<file path="src/hdl/pic_pkg.sv">
// ----------------------------------------------------------------------------
// pic_pkg
// Shared types, codes and helpers for the priority interrupt controller.
// ----------------------------------------------------------------------------
package pic_pkg;

    // transaction kinds
    typedef enum logic [1:0] {
        CMD_WRITE = 2'd0,
        CMD_READ  = 2'd1,
        CMD_RAISE = 2'd2,
        CMD_ACK   = 2'd3
    } t_cmd;

    // register port select
    localparam logic PORT_COMMAND = 1'b0;
    localparam logic PORT_DATA    = 1'b1;

    // initialization sequence position
    typedef enum logic [1:0] {
        INIT_IDLE = 2'd0,
        INIT_ICW2 = 2'd1,
        INIT_ICW3 = 2'd2,
        INIT_ICW4 = 2'd3
    } t_init_step;

    // command byte bit positions
    localparam int unsigned CW_ICW1_BIT     = 4;
    localparam int unsigned CW_OCW3_BIT     = 3;
    localparam int unsigned CW_EOI_BIT      = 5;
    localparam int unsigned CW_SPECIFIC_BIT = 6;
    localparam int unsigned CW_RR_BIT       = 1;
    localparam int unsigned CW_RIS_BIT      = 0;
    localparam int unsigned CW_IC4_BIT      = 0;
    localparam int unsigned MODE_AEOI_BIT   = 1;

    localparam logic [7:0] MASK_RESET = 8'hff;

    // index of the lowest set bit of a one-hot byte
    function automatic logic [2:0] f_encode(input logic [7:0] onehot);
        logic [2:0] idx;
        idx = 3'd0;
        for (int i = 0; i < 8; i++) begin
            if (onehot[i]) begin
                idx = idx | 3'(i);
            end
        end
        return idx;
    endfunction

endpackage

</file>
<file path="src/hdl/priority_interrupt_controller_unit.sv">
// ----------------------------------------------------------------------------
// priority_interrupt_controller_unit
// Single 8259-style interrupt controller with fixed priority, line 0 highest.
// ----------------------------------------------------------------------------
// Every input transaction (bus write, bus read, request raise or interrupt
// acknowledge) is accepted and updates the controller registers at the
// accepting edge; its result appears in the output register on the next
// cycle. One transaction per cycle is sustained: the output register is only
// held when it is full and the consumer stalls, so input stall follows output
// stall. The critical path is the 8-bit priority resolve on the acknowledge.
module priority_interrupt_controller_unit (
    input  logic                i_clk,
    input  logic                i_rst_n,
    input  logic                i_valid,
    output logic                o_stall,
    input  pic_pkg::t_cmd       i_command,
    input  logic                i_port_select,
    input  logic [7:0]          i_write_data,
    input  logic [2:0]          i_irq_line,
    output logic                o_valid,
    input  logic                i_stall,
    output logic [7:0]          o_read_data,
    output logic [7:0]          o_vector,
    output logic                o_vector_valid
);
    import pic_pkg::*;

    // controller registers
    t_init_step r_init_step, n_init_step;
    logic       r_expect_mode, n_expect_mode;
    logic [4:0] r_vector_base, n_vector_base;
    logic [7:0] r_cascade, n_cascade;
    logic [7:0] r_mode, n_mode;
    logic [7:0] r_mask, n_mask;
    logic [7:0] r_request, n_request;
    logic [7:0] r_service, n_service;
    logic       r_read_isr, n_read_isr;

    // result register
    logic       r_out_valid;
    logic [7:0] r_read_data, n_read_data;
    logic [7:0] r_vector, n_vector;
    logic       r_vector_valid, n_vector_valid;

    logic       w_accept;
    logic [7:0] w_pending;
    logic [7:0] w_ack_onehot;
    logic [7:0] w_upto;
    logic       w_ack_hit;
    logic [2:0] w_ack_line;

    // handshake
    assign o_stall  = r_out_valid & i_stall;
    assign w_accept = i_valid & ~o_stall;

    // priority resolve for acknowledge
    assign w_pending    = r_request & ~r_mask;
    assign w_ack_onehot = w_pending & (~w_pending + 8'd1);
    assign w_upto       = w_ack_onehot | (w_ack_onehot - 8'd1);
    assign w_ack_hit    = (w_ack_onehot != 8'd0) && ((r_service & w_upto) == 8'd0);
    assign w_ack_line   = f_encode(w_ack_onehot);

    // next state and result for one transaction
    always_comb begin
        n_init_step    = r_init_step;
        n_expect_mode  = r_expect_mode;
        n_vector_base  = r_vector_base;
        n_cascade      = r_cascade;
        n_mode         = r_mode;
        n_mask         = r_mask;
        n_request      = r_request;
        n_service      = r_service;
        n_read_isr     = r_read_isr;
        n_read_data    = 8'd0;
        n_vector       = 8'd0;
        n_vector_valid = 1'b0;

        unique case (i_command)
            CMD_WRITE: begin
                if (i_port_select == PORT_DATA) begin
                    unique case (r_init_step)
                        INIT_ICW2: begin
                            n_vector_base = i_write_data[7:3];
                            n_init_step   = INIT_ICW3;
                        end
                        INIT_ICW3: begin
                            n_cascade   = i_write_data;
                            n_init_step = r_expect_mode ? INIT_ICW4 : INIT_IDLE;
                        end
                        INIT_ICW4: begin
                            n_mode      = i_write_data;
                            n_init_step = INIT_IDLE;
                        end
                        default: begin
                            n_mask = i_write_data;
                        end
                    endcase
                end else if (i_write_data[CW_ICW1_BIT]) begin
                    // start of initialization
                    n_init_step   = INIT_ICW2;
                    n_expect_mode = i_write_data[CW_IC4_BIT];
                    n_mask        = 8'd0;
                    n_read_isr    = 1'b0;
                end else if (i_write_data[CW_OCW3_BIT]) begin
                    if (i_write_data[CW_RR_BIT]) begin
                        n_read_isr = i_write_data[CW_RIS_BIT];
                    end
                end else if (i_write_data[CW_EOI_BIT]) begin
                    if (i_write_data[CW_SPECIFIC_BIT]) begin
                        n_service = r_service & ~(8'd1 << i_write_data[2:0]);
                    end else begin
                        // clear lowest in-service bit
                        n_service = r_service & (r_service - 8'd1);
                    end
                end
            end
            CMD_READ: begin
                if (i_port_select == PORT_DATA) begin
                    n_read_data = r_mask;
                end else begin
                    n_read_data = r_read_isr ? r_service : r_request;
                end
            end
            CMD_RAISE: begin
                n_request = r_request | (8'd1 << i_irq_line);
            end
            default: begin
                if (w_ack_hit) begin
                    n_request = r_request & ~w_ack_onehot;
                    if (!r_mode[MODE_AEOI_BIT]) begin
                        n_service = r_service | w_ack_onehot;
                    end
                    n_vector       = {r_vector_base, w_ack_line};
                    n_vector_valid = 1'b1;
                end
            end
        endcase
    end

    // controller state registers
    always_ff @(posedge i_clk) begin
        if (!i_rst_n) begin
            r_init_step   <= INIT_IDLE;
            r_expect_mode <= 1'b0;
            r_vector_base <= 5'd0;
            r_cascade     <= 8'd0;
            r_mode        <= 8'd0;
            r_mask        <= MASK_RESET;
            r_request     <= 8'd0;
            r_service     <= 8'd0;
            r_read_isr    <= 1'b0;
        end else if (w_accept) begin
            r_init_step   <= n_init_step;
            r_expect_mode <= n_expect_mode;
            r_vector_base <= n_vector_base;
            r_cascade     <= n_cascade;
            r_mode        <= n_mode;
            r_mask        <= n_mask;
            r_request     <= n_request;
            r_service     <= n_service;
            r_read_isr    <= n_read_isr;
        end
    end

    // output valid
    always_ff @(posedge i_clk) begin
        if (!i_rst_n) begin
            r_out_valid <= 1'b0;
        end else if (w_accept) begin
            r_out_valid <= 1'b1;
        end else if (!i_stall) begin
            r_out_valid <= 1'b0;
        end
    end

    // output payload
    always_ff @(posedge i_clk) begin
        if (w_accept) begin
            r_read_data    <= n_read_data;
            r_vector       <= n_vector;
            r_vector_valid <= n_vector_valid;
        end
    end

    assign o_valid        = r_out_valid;
    assign o_read_data    = r_read_data;
    assign o_vector       = r_vector;
    assign o_vector_valid = r_vector_valid;

    // a served acknowledge never carries read data
    a_vec_no_read: assert property (@(posedge i_clk) disable iff (!i_rst_n)
        (r_out_valid && r_vector_valid) |-> (r_read_data == 8'd0))
        else $error("read data present alongside a vector");

    // only reads return data
    a_nonread_zero: assert property (@(posedge i_clk) disable iff (!i_rst_n)
        (w_accept && i_command != CMD_READ) |=> (o_read_data == 8'd0))
        else $error("read data on a non-read transaction");

    // initialization start unmasks all lines
    a_icw1_effect: assert property (@(posedge i_clk) disable iff (!i_rst_n)
        (w_accept && i_command == CMD_WRITE && i_port_select == PORT_COMMAND
         && i_write_data[CW_ICW1_BIT])
        |=> (r_mask == 8'd0 && r_init_step == INIT_ICW2 && !r_read_isr))
        else $error("initialization start did not take effect");

    // mode word only expected when requested
    a_icw4_expected: assert property (@(posedge i_clk) disable iff (!i_rst_n)
        (r_init_step == INIT_ICW4) |-> r_expect_mode)
        else $error("mode word step without request");

    // served request is cleared
    a_ack_clears: assert property (@(posedge i_clk) disable iff (!i_rst_n)
        (w_accept && i_command == CMD_ACK && w_ack_hit)
        |=> ((r_request & $past(w_ack_onehot)) == 8'd0) && o_vector_valid)
        else $error("served request still pending");

endmodule

</file>
<file path="config.mk">
export PLATFORM = sky130hd
export DESIGN_NAME = priority_interrupt_controller_unit
export DESIGN_NICKNAME = d
export VERILOG_FILES = /design/src/hdl/pic_pkg.sv /design/src/hdl/priority_interrupt_controller_unit.sv
export SDC_FILE = /design/constraint.sdc
export NUM_CORES = 1
export LEC_CHECK = 0
export BUFFER_PORTS_ARGS = -buffer_cell sky130_fd_sc_hd__buf_2
export CORE_AREA = 2 2 65 114
export DETAILED_ROUTE_END_ITERATION = 16
export DIE_AREA = 0 0 67 116
export GPL_TIMING_DRIVEN = 0
export REMOVE_ABC_BUFFERS = 1
export SLEW_MARGIN = 20
export SYNTH_ARGS = -nofsm -noshare
export SYNTH_HDL_FRONTEND = slang
export SYNTH_SLANG_ARGS = --single-unit
</file>
<file path="constraint.sdc">
create_clock -name i_clk -period 1.81 [get_ports i_clk]
set_input_delay 0.0905 -clock i_clk [delete_from_list [all_inputs] [get_ports i_clk]]
set_output_delay 0.0905 -clock i_clk [all_outputs]
set_load 0.03 [all_outputs]
</file>
==> results of run 1 <==
-- layout make-up --
cell class,count,area [um^2],area share
flip-flops and latches,52,1220,0.372
clock buffers,5,125,0.0383
repair buffers,40,223,0.0682
well taps,84,105,0.0322
clock inverters,3,42.5,0.0130
multi-input cells,230,1520,0.464
repair inverters,1,5.00,0.00153
inverters,8,33.8,0.0103
-- layer usage --
metal	up-vias	track usage	part of all wire
met5	-	0	0
met2	67	0.327	0.51
met4	0	0.116	0.048
li1	1180	-	-
met3	19	0.0320	0.039
met1	1143	0.222	0.40
-- cell families (layout without fill, tap and decap cells) --
group,after synthesis,count (layout)
AND/OR/NAND/NOR,134,134
AO/OA/AOI/OAI,76,76
flip-flops,52,52
buffers and inverters,19,57
multiplexers,15,15
adder cells (fa/ha/maj),5,5
-- repair_timing --
action	CTS	global route
pin swaps	1	1
endpoints found under the hold margin	0	0
endpoints found under the setup margin	30	26
setup buffers	1	3
gates cloned	1	0
hold buffers	0	0
resized for setup	9	10
-- cell usage after synthesis, types with 2 or more instances --
library cell,number
a22oi_1,9
o21a_1,2
nand4_1,4
mux2i_1,15
buf_2,3
a41o_1,5
o21ai_0,19
nor2b_1,12
nand3_1,6
nor3b_1,3
edfxtp_1,17
dfxtp_1,35
inv_1,8
nand2b_1,14
nor2_1,9
a21oi_1,16
nand4b_1,2
and2_1,13
ha_1,5
nor3_1,10
and3_1,11
a21o_1,2
a31oi_1,7
o21ai_1,4
nand2_1,38
clkbuf_1,8
or3_1,3
-- sequential cells by signal, indices dropped and copies added, names as in the netlist, 2 cells and up --
register	cells
r_mask	8
r_request	8
o_read_data	8
r_init_step	2
o_vector	8
r_vector_base	5
r_service	8
-- power groups by stage --
stage | sequential (uW) | clock (uW) | combinational [uW]
6_report | 1250 | 1080 | 277
5_1_grt | 1260 | 1130 | 300
4_1_cts | 1250 | 1100 | 262
3_5_place_dp | 1280 | 0 | 257
3_3_place_gp | 1280 | 0 | 253
2_1_floorplan | 1320 | 0 | 109
-- how the worst max path moves through the flow --
stage | endpoint | cells after the start | slack, ns
after floorplan | r_request[5] | 5 | -0.08
after global placement | r_request[6] | 7 | -0.49
after detailed placement | r_request[5] | 7 | -0.57
after CTS | o_vector[5] | 5 | 0.02
after global routing | r_service[7] | 5 | -0.01
final | r_service[7] | 5 | 0.05
-- worst reg2reg max path, delay by kind of cell (launching register included) --
kind	cells	cell delay, ns
AO/OA/AOI/OAI	3	0.41
flip-flops	1	0.36
AND/OR/NAND/NOR	2	0.88
-- per-stage QoR --
stage          instances  total power (uW)  hold slack [ns]  instance area, um^2
2_1_floorplan        290              1430            0.152                 2700
3_3_place_gp         410              1530            0.308                 2990
3_5_place_dp         410              1540            0.316                 2990
4_1_cts              420              2620          0.00490                 3200
5_1_grt              423              2690           0.0165                 3270
6_report             423              2610           0.0135                 3270
==> flow_metrics.tcl, run 1 <==
set metrics [dict create \
    status "finished, final reports clean" \
    cp_slowest_stage_delay_ns 0.48 \
    final_cell_mix "nand2_1 (38), buf_2 (36), dfxtp_1 (31)" \
    worstPathMaxFanout 6 \
    cp.arrival_ns 1.95 \
    vias_per_cell 5.70 \
    drt_iter0_drc 170 \
    clk_path_buf_depth 2 \
    startpoint "r_service[3]" \
    syn_area_per_cell_um2 9.13 \
    cp_num_buf_inv 0 \
    die_h_um 116 \
    synth_fa_ha_area_frac 0.0228 \
    cts_tree "done" \
    start_util 0.404 \
    r2r_cells 5 \
    cts_htree_levels 2 \
    io_pins 37 \
    final.setup.worst_slack_ns 0.0517 \
    finalSetupTns_ns 0 \
    fillCellCount 673 \
    min_to "o_valid" \
    drc 0 \
    yosys.area.top_type "dfxtp_1" \
    worstSetupPathType "flip-flop to flip-flop" \
    path_cells "or3_1 > or4_1 > o21ai_1 > a21oi_1 > a41o_1" \
    hold_violations 0 \
    power_density_nw_per_um2 800 \
    relSlewSlack 0.533 \
    crit_required_ns 2.00 \
    grt_pass1_vias 2222 \
    syn_inst 301 \
    period_minus_slack_ns 1.76 \
    synth_top_family_by_area "simple AND/OR/NAND/NOR gates" \
    cts_buffers 5 \
    slowest_stage "or4_1" \
    synth-xor-area-share 0 \
    nets 361 \
    antenna_found_initial 0 \
    fin_crit_sh 0.971 \
    coreArea_um2 6810 \
    io_buffer_count 36 \
    clock_power_share 0.414 \
    globalRouteOverflowTotal 0 \
    std_cell_rows 40 \
    drtPass1Iterations 4 \
    r2r-start "r_service[3]" \
    place_ws_ns -0.565 \
    synth-edff-count 17 \
    die_x_um 67 \
    cts_root_buf "clkbuf_16" \
    r2r_slack_ns 0.05 \
    tightest_slew_ns 0.695 \
    whs_path_depth 2 \
    synth_simple_gate_area_frac 0.274 \
    grt_pass1_wl_um 11100 \
    ir_drop_mv 0.447 \
    min_from "i_valid" \
    ys_warn_count 0 \
    pwr-share-seq 0.480 \
    layout_commonest_cell "nand2_1" \
    synth-compound-area-share 0.181 \
    ys_ff_latch 52 \
    die_area_um2 7770 \
    fin_skew_ns 0.0106 \
    start_kind "flip-flop" \
    synthArstFlopShare 0 \
    clock_latency_ns 0.30 \
    slew_violations 0 \
    power.internal_uw 1980 \
    pwr-share-comb 0.106 \
    ys_types 48 \
    yosysSeqAreaShare 0.441 \
    max-cap-violations 0 \
    synth_area_leaders "dfxtp_1 (26%), edfxtp_1 (19%), mux2i_1 (5.5%)" \
    ys.flop_type "dfxtp_1" \
    grt_use_total 0.193 \
    numClockSinks 52 \
    synth_mux_area_frac 0.0546 \
    p_leak_uw 0.00142 \
    routedWlPerCell_um 16.6 \
    setup_viol 0 \
    synth_area_um2 2750 \
    diodes 0 \
    hpwlAfterDp_um 5120 \
    synthToLayoutAreaGrowth_pct 18.9 \
    regToRegEndpoint "r_service[7]" \
    grt_start_max_net_pins 41 \
    final_core_util 0.480 \
    finalWeightedCongestion 0.897 \
    switchingPower_uw 631 \
    clk_pin_slew_ns 0.07 \
    swShare 0.242 \
    ant_nets 0 \
    critPathCaptureType "flip-flop" \
    wl_um 7030 \
    max_freq_mhz 569 \
    critPathTopFamily "simple AND/OR/NAND/NOR gates" \
    drive_gt1_frac 0.209 \
    dr_total_vias 2409 \
    holdCritPathClass "primary input to flip-flop" \
    synth_top_area_share 0.255 \
]
Note: power is estimated with default switching activity, not from simulation.
==> inputs of run 2 (changes only) <==
--- a/config.mk
+++ b/config.mk
@@ -7,11 +7,11 @@
 export LEC_CHECK = 0
 export BUFFER_PORTS_ARGS = -buffer_cell sky130_fd_sc_hd__buf_2
 export CORE_AREA = 2 2 65 114
+export CTS_CLUSTER_SIZE = 8
 export DETAILED_ROUTE_END_ITERATION = 16
 export DIE_AREA = 0 0 67 116
 export GPL_TIMING_DRIVEN = 0
-export REMOVE_ABC_BUFFERS = 1
-export SLEW_MARGIN = 20
+export SLEW_MARGIN = 30
 export SYNTH_ARGS = -nofsm -noshare
 export SYNTH_HDL_FRONTEND = slang
 export SYNTH_SLANG_ARGS = --single-unit
==> run 2 against run 1 <==
Against the previous run: wire length increased by 16%; critical path type unchanged; largest cell class unchanged; worst hold slack got worse by 0.0029 ns; first-iteration DRC count decreased by 30%; die area unchanged; setup slack got worse by 0.013 ns; clock power about the same; critical endpoint is now o_vector[7]; critical path depth increased by 2.
==> flow_metrics.tcl, run 2 (same netlist as run 1, synthesis figures left out) <==
set metrics [dict create \
    status "finished, final reports clean" \
    clk_path_buf_depth 2 \
    clk_pin_slew_ns 0.07 \
    start_kind "flip-flop" \
    power.internal_uw 1990 \
    layout_commonest_cell "nand2_1" \
    drtPass1Iterations 5 \
    fillCellCount 675 \
    grt_pass1_vias 2515 \
    wl_um 8180 \
    drt_iter0_drc 119 \
    hold_violations 0 \
    grt_pass1_wl_um 12700 \
    fin_total_pwr_uw 2640 \
    synth_nets 324 \
    nets 380 \
    io_pins 37 \
    hpwlAfterDp_um 5970 \
    start_util 0.404 \
    drc 0 \
    critPathCaptureType "flip-flop" \
    tightest_slew_ns 0.631 \
    pwr-share-seq 0.474 \
    dp_cells 421 \
    ant_nets 0 \
    ir_drop_mv 0.423 \
    power_density_nw_per_um2 767 \
    holdCritPathClass "primary input to flip-flop" \
    worstSetupPathType "flip-flop to flip-flop" \
    final.setup.worst_slack_ns 0.0383 \
    multiInputGateArea_um2 1570 \
    cp.arrival_ns 1.83 \
    grt_use_total 0.223 \
    fin_skew_ns 0.00276 \
    place_ws_ns -0.280 \
    final_cell_mix "nand2_1 (38), buf_2 (36), dfxtp_1 (24)" \
    swShare 0.249 \
    hold_slack_ns 0.0106 \
    p_leak_uw 0.00155 \
    io_buffer_count 36 \
    std_cell_rows 40 \
    slew_violations 0 \
    relSlewSlack 0.580 \
    drive_gt1_frac 0.268 \
    synthToLayoutAreaGrowth_pct 25.4 \
    max_freq_mhz 564 \
    cts_buffers 5 \
    diodes 0 \
    cts_tree "done" \
    crit_required_ns 1.86 \
    vias_per_cell 5.73 \
    die_area_um2 7770 \
    finalWeightedCongestion 1.03 \
    routedWlPerCell_um 18.5 \
    antenna_found_initial 0 \
    die_h_um 116 \
    pwr-share-comb 0.113 \
    dr_total_vias 2531 \
    globalRouteOverflowTotal 0 \
    numClockSinks 52 \
    die_x_um 67 \
    cts_root_buf "clkbuf_16" \
    clock_power_share 0.413 \
    period_minus_slack_ns 1.77 \
    switchingPower_uw 657 \
    clock_latency_ns 0.29 \
    grt_start_max_net_pins 17 \
    coreArea_um2 6810 \
    setup_viol 0 \
    cts_htree_levels 2 \
    fin_crit_sh 0.979 \
    worstPathMaxFanout 10 \
    regArea_um2 1230 \
    instances_no_fill 442 \
    max-cap-violations 0 \
]
## run 2: cell types whose count changed in the layout (fill, tap and decap cells not counted), moves of 2 or more
cell / delta
dfxtp_1: -7
nand2b_1: -3
dfxtp_2: +6
nand2b_2: -3
buf_6: +2
clkbuf_1: +7
buf_4: +11
nand2b_4: +6
## run 2: power groups by stage
stage / clock [uW] / sequential, uW / combinational [uW]
after floorplan: 0 / 1320 / 125
after global placement: 0 / 1280 / 269
after detailed placement: 0 / 1280 / 273
after CTS: 1110 / 1250 / 290
after global routing: 1140 / 1260 / 325
final: 1090 / 1250 / 299
## run 2: path summary, 6_finish.rpt
path,startpoint,to,cells after the start,slack [ns]
max,r_mask[6],o_vector[7],7,0.04
min,i_valid,o_valid,2,0.01
max reg2reg,r_mask[6],o_vector[7],7,0.04
min reg2reg,r_mask[3],r_mask[3],2,0.49
## run 2: worst max-delay path, stage by stage, from the launching register on
cell	delay, ns
dfxtp_1	0.37
nand2b_4	0.17
o21ai_1	0.07
a211o_1	0.32
and3_1	0.16
buf_6	0.13
buf_6	0.13
and3_1	0.17
## run 2: cell type report
type	instances	area share
Inverter	8	0.00980
Clock inverter	3	0.0123
Multi-Input combinational cell	230	0.456
Timing Repair inverter	1	0.00145
Buffer	9	0.0142
Sequential cell	52	0.356
Timing Repair Buffer	50	0.0828
Clock buffer	5	0.0363
Tap cell	84	0.0305
## run 2: timing repair
action / 4_1_cts / 5_1_grt
cloned: 1 / 0
setup buffers: 9 / 5
pin swaps: 3 / 3
endpoints found under the setup margin: 35 / 17
hold buffers: 0 / 0
resized for setup: 19 / 12
## run 2: metrics by stage
| step | area [um^2] | TNS (ns) | util |
|---|---|---|---|
| 2_1_floorplan | 2770 | 0 | - |
| 3_3_place_gp | 3060 | -7.58 | 0.449 |
| 3_5_place_dp | 3060 | -6.63 | 0.450 |
| 4_1_cts | 3380 | -0.0146 | 0.497 |
| 5_1_grt | 3450 | -0.0166 | 0.506 |
| 6_report | 3450 | 0 | 0.506 |
## run 2: metal layers
layer	GRT usage	routed length, um	up-vias
li1	-	-	1221
met1	0.223	2980	1187
met2	0.413	4390	93
met3	0.0320	343	30
met4	0.140	457	0
met5	0	0	-
==> inputs of run 3 (changes only) <==
--- a/config.mk
+++ b/config.mk
@@ -6,11 +6,12 @@
 export NUM_CORES = 1
 export LEC_CHECK = 0
 export BUFFER_PORTS_ARGS = -buffer_cell sky130_fd_sc_hd__buf_2
-export CORE_AREA = 2 2 65 114
+export CORE_AREA = 2 2 85 87
 export CTS_CLUSTER_SIZE = 8
 export DETAILED_ROUTE_END_ITERATION = 16
-export DIE_AREA = 0 0 67 116
+export DIE_AREA = 0 0 87 89
 export GPL_TIMING_DRIVEN = 0
+export SKIP_CTS_REPAIR_TIMING = 1
 export SLEW_MARGIN = 30
 export SYNTH_ARGS = -nofsm -noshare
 export SYNTH_HDL_FRONTEND = slang
==> run 3 against run 2 <==
Against the previous run: wire length down 8.8%; register-to-register slack about the same; via count decreased by 2.2%; critical path depth is the same; clock power decreased by 25%; critical path type unchanged; largest cell class unchanged.
==> flow_metrics.tcl, run 3 (same netlist as run 1, synthesis figures left out) <==
set metrics [dict create \
    slew_violations 0 \
    drc 0 \
    cts_root_buf "clkbuf_8" \
    start_util 0.409 \
    layout_commonest_cell "nand2_1" \
    instances_no_fill 440 \
    worstSetupPathType "flip-flop to flip-flop" \
    crit_required_ns 1.87 \
    tightest_slew_ns 0.661 \
    synth_nets 324 \
    p_leak_uw 0.00152 \
    routedWlPerCell_um 17.0 \
    max_freq_mhz 563 \
    switchingPower_uw 611 \
    die_h_um 89 \
    grt_start_max_net_pins 23 \
    cp.arrival_ns 1.84 \
    grt_pass1_wl_um 11300 \
    fin_crit_sh 0.981 \
    power.internal_uw 1740 \
    period_minus_slack_ns 1.78 \
    antenna_found_initial 0 \
    clk_pin_slew_ns 0.11 \
    place_area_um2 3060 \
    setup_viol 0 \
    final.setup.worst_slack_ns 0.0342 \
    diodes 0 \
    critPathCaptureType "flip-flop" \
    io_buffer_count 36 \
    dp_cells 417 \
    finalSetupTns_ns 0 \
    pwr-share-comb 0.122 \
    drt_iter0_drc 149 \
    final_cell_mix "nand2_1 (38), buf_2 (36), dfxtp_1 (24)" \
    die_area_um2 7740 \
    worstPathMaxFanout 10 \
    holdCritPathClass "primary input to flip-flop" \
    start_kind "flip-flop" \
    coreArea_um2 6720 \
    fin_skew_ns 0.0142 \
    swShare 0.260 \
    hpwlAfterDp_um 5430 \
    clock_latency_ns 0.31 \
    ant_nets 0 \
    wl_um 7460 \
    cts_htree_levels 2 \
    std_cell_rows 30 \
    drive_gt1_frac 0.267 \
    hold_violations 0 \
    globalRouteOverflowTotal 0 \
    cts_tree "done" \
    relSlewSlack 0.556 \
    ir_drop_mv 0.308 \
    grt_use_total 0.191 \
    fillCellCount 635 \
    die_x_um 87 \
    drtPass1Iterations 5 \
    stdcell_area_um2 3400 \
    io_pins 37 \
    dr_total_vias 2475 \
    place_ws_ns -0.255 \
    max-cap-violations 0 \
    status "finished, final reports clean" \
    synthToLayoutAreaGrowth_pct 23.7 \
    nets 382 \
    numClockSinks 52 \
    power_density_nw_per_um2 693 \
    vias_per_cell 5.63 \
    final_core_util 0.506 \
    clock_power_share 0.346 \
    pwr-share-seq 0.532 \
    finalWeightedCongestion 0.930 \
    cts_buffers 5 \
    grt_pass1_vias 2216 \
    clk_path_buf_depth 2 \
]
[run 3: worst paths after layout]
check / startpoint / to / slack (ns) / depth (start not counted)
worst max-delay path: r_mask[0] / o_vector[1] / 0.03 / 7
worst min-delay path: i_write_data[7] / r_mask[7] / 0.03 / 3
worst max register to register: r_mask[0] / o_vector[1] / 0.03 / 7
worst min register to register: r_mask[1] / r_mask[1] / 0.51 / 2
[run 3: routing by layer]
metal | wire length (um) | GRT usage | vias up
met5 | 0 | 0 | -
met4 | 78 | 0.0568 | 0
met3 | 389 | 0.0268 | 4
met2 | 3400 | 0.300 | 87
met1 | 3590 | 0.273 | 1157
li1 | - | - | 1227
[run 3: cell type report]
cell class,instances,area (um^2),area share
sequential,52,1230,0.362
clock inverter,3,42.5,0.0125
inverter,8,33.8,0.00994
timing repair buffer,50,288,0.0847
clock buffer,5,68.8,0.0203
tap,80,100,0.0295
multi-input combinational,230,1570,0.461
buffer,11,63.8,0.0188
timing repair inverter,1,5.00,0.00147
[run 3: power by group through the flow]
stage	clock, uW	combinational (uW)	sequential, uW
after floorplan	0	125	1320
after global placement	0	266	1280
after detailed placement	0	270	1280
after CTS	820	270	1250
after global routing	872	311	1250
final	814	288	1250
[run 3: worst max-delay path: stages (launching register included)]
cell and delay [ns]:
dfxtp_4 0.39, nand2b_4 0.14, nand3_4 0.09, a211o_1 0.30, and3_4 0.18, buf_6 0.13
buf_6 0.13, and3_1 0.16
[run 3: per-stage QoR]
step	power [uW]	hold slack, ns
CTS	2340	-0.00258
detailed placement	1550	0.318
floorplan	1450	0.215
global route	2440	0.0415
global placement	1540	0.308
finish	2350	0.0308
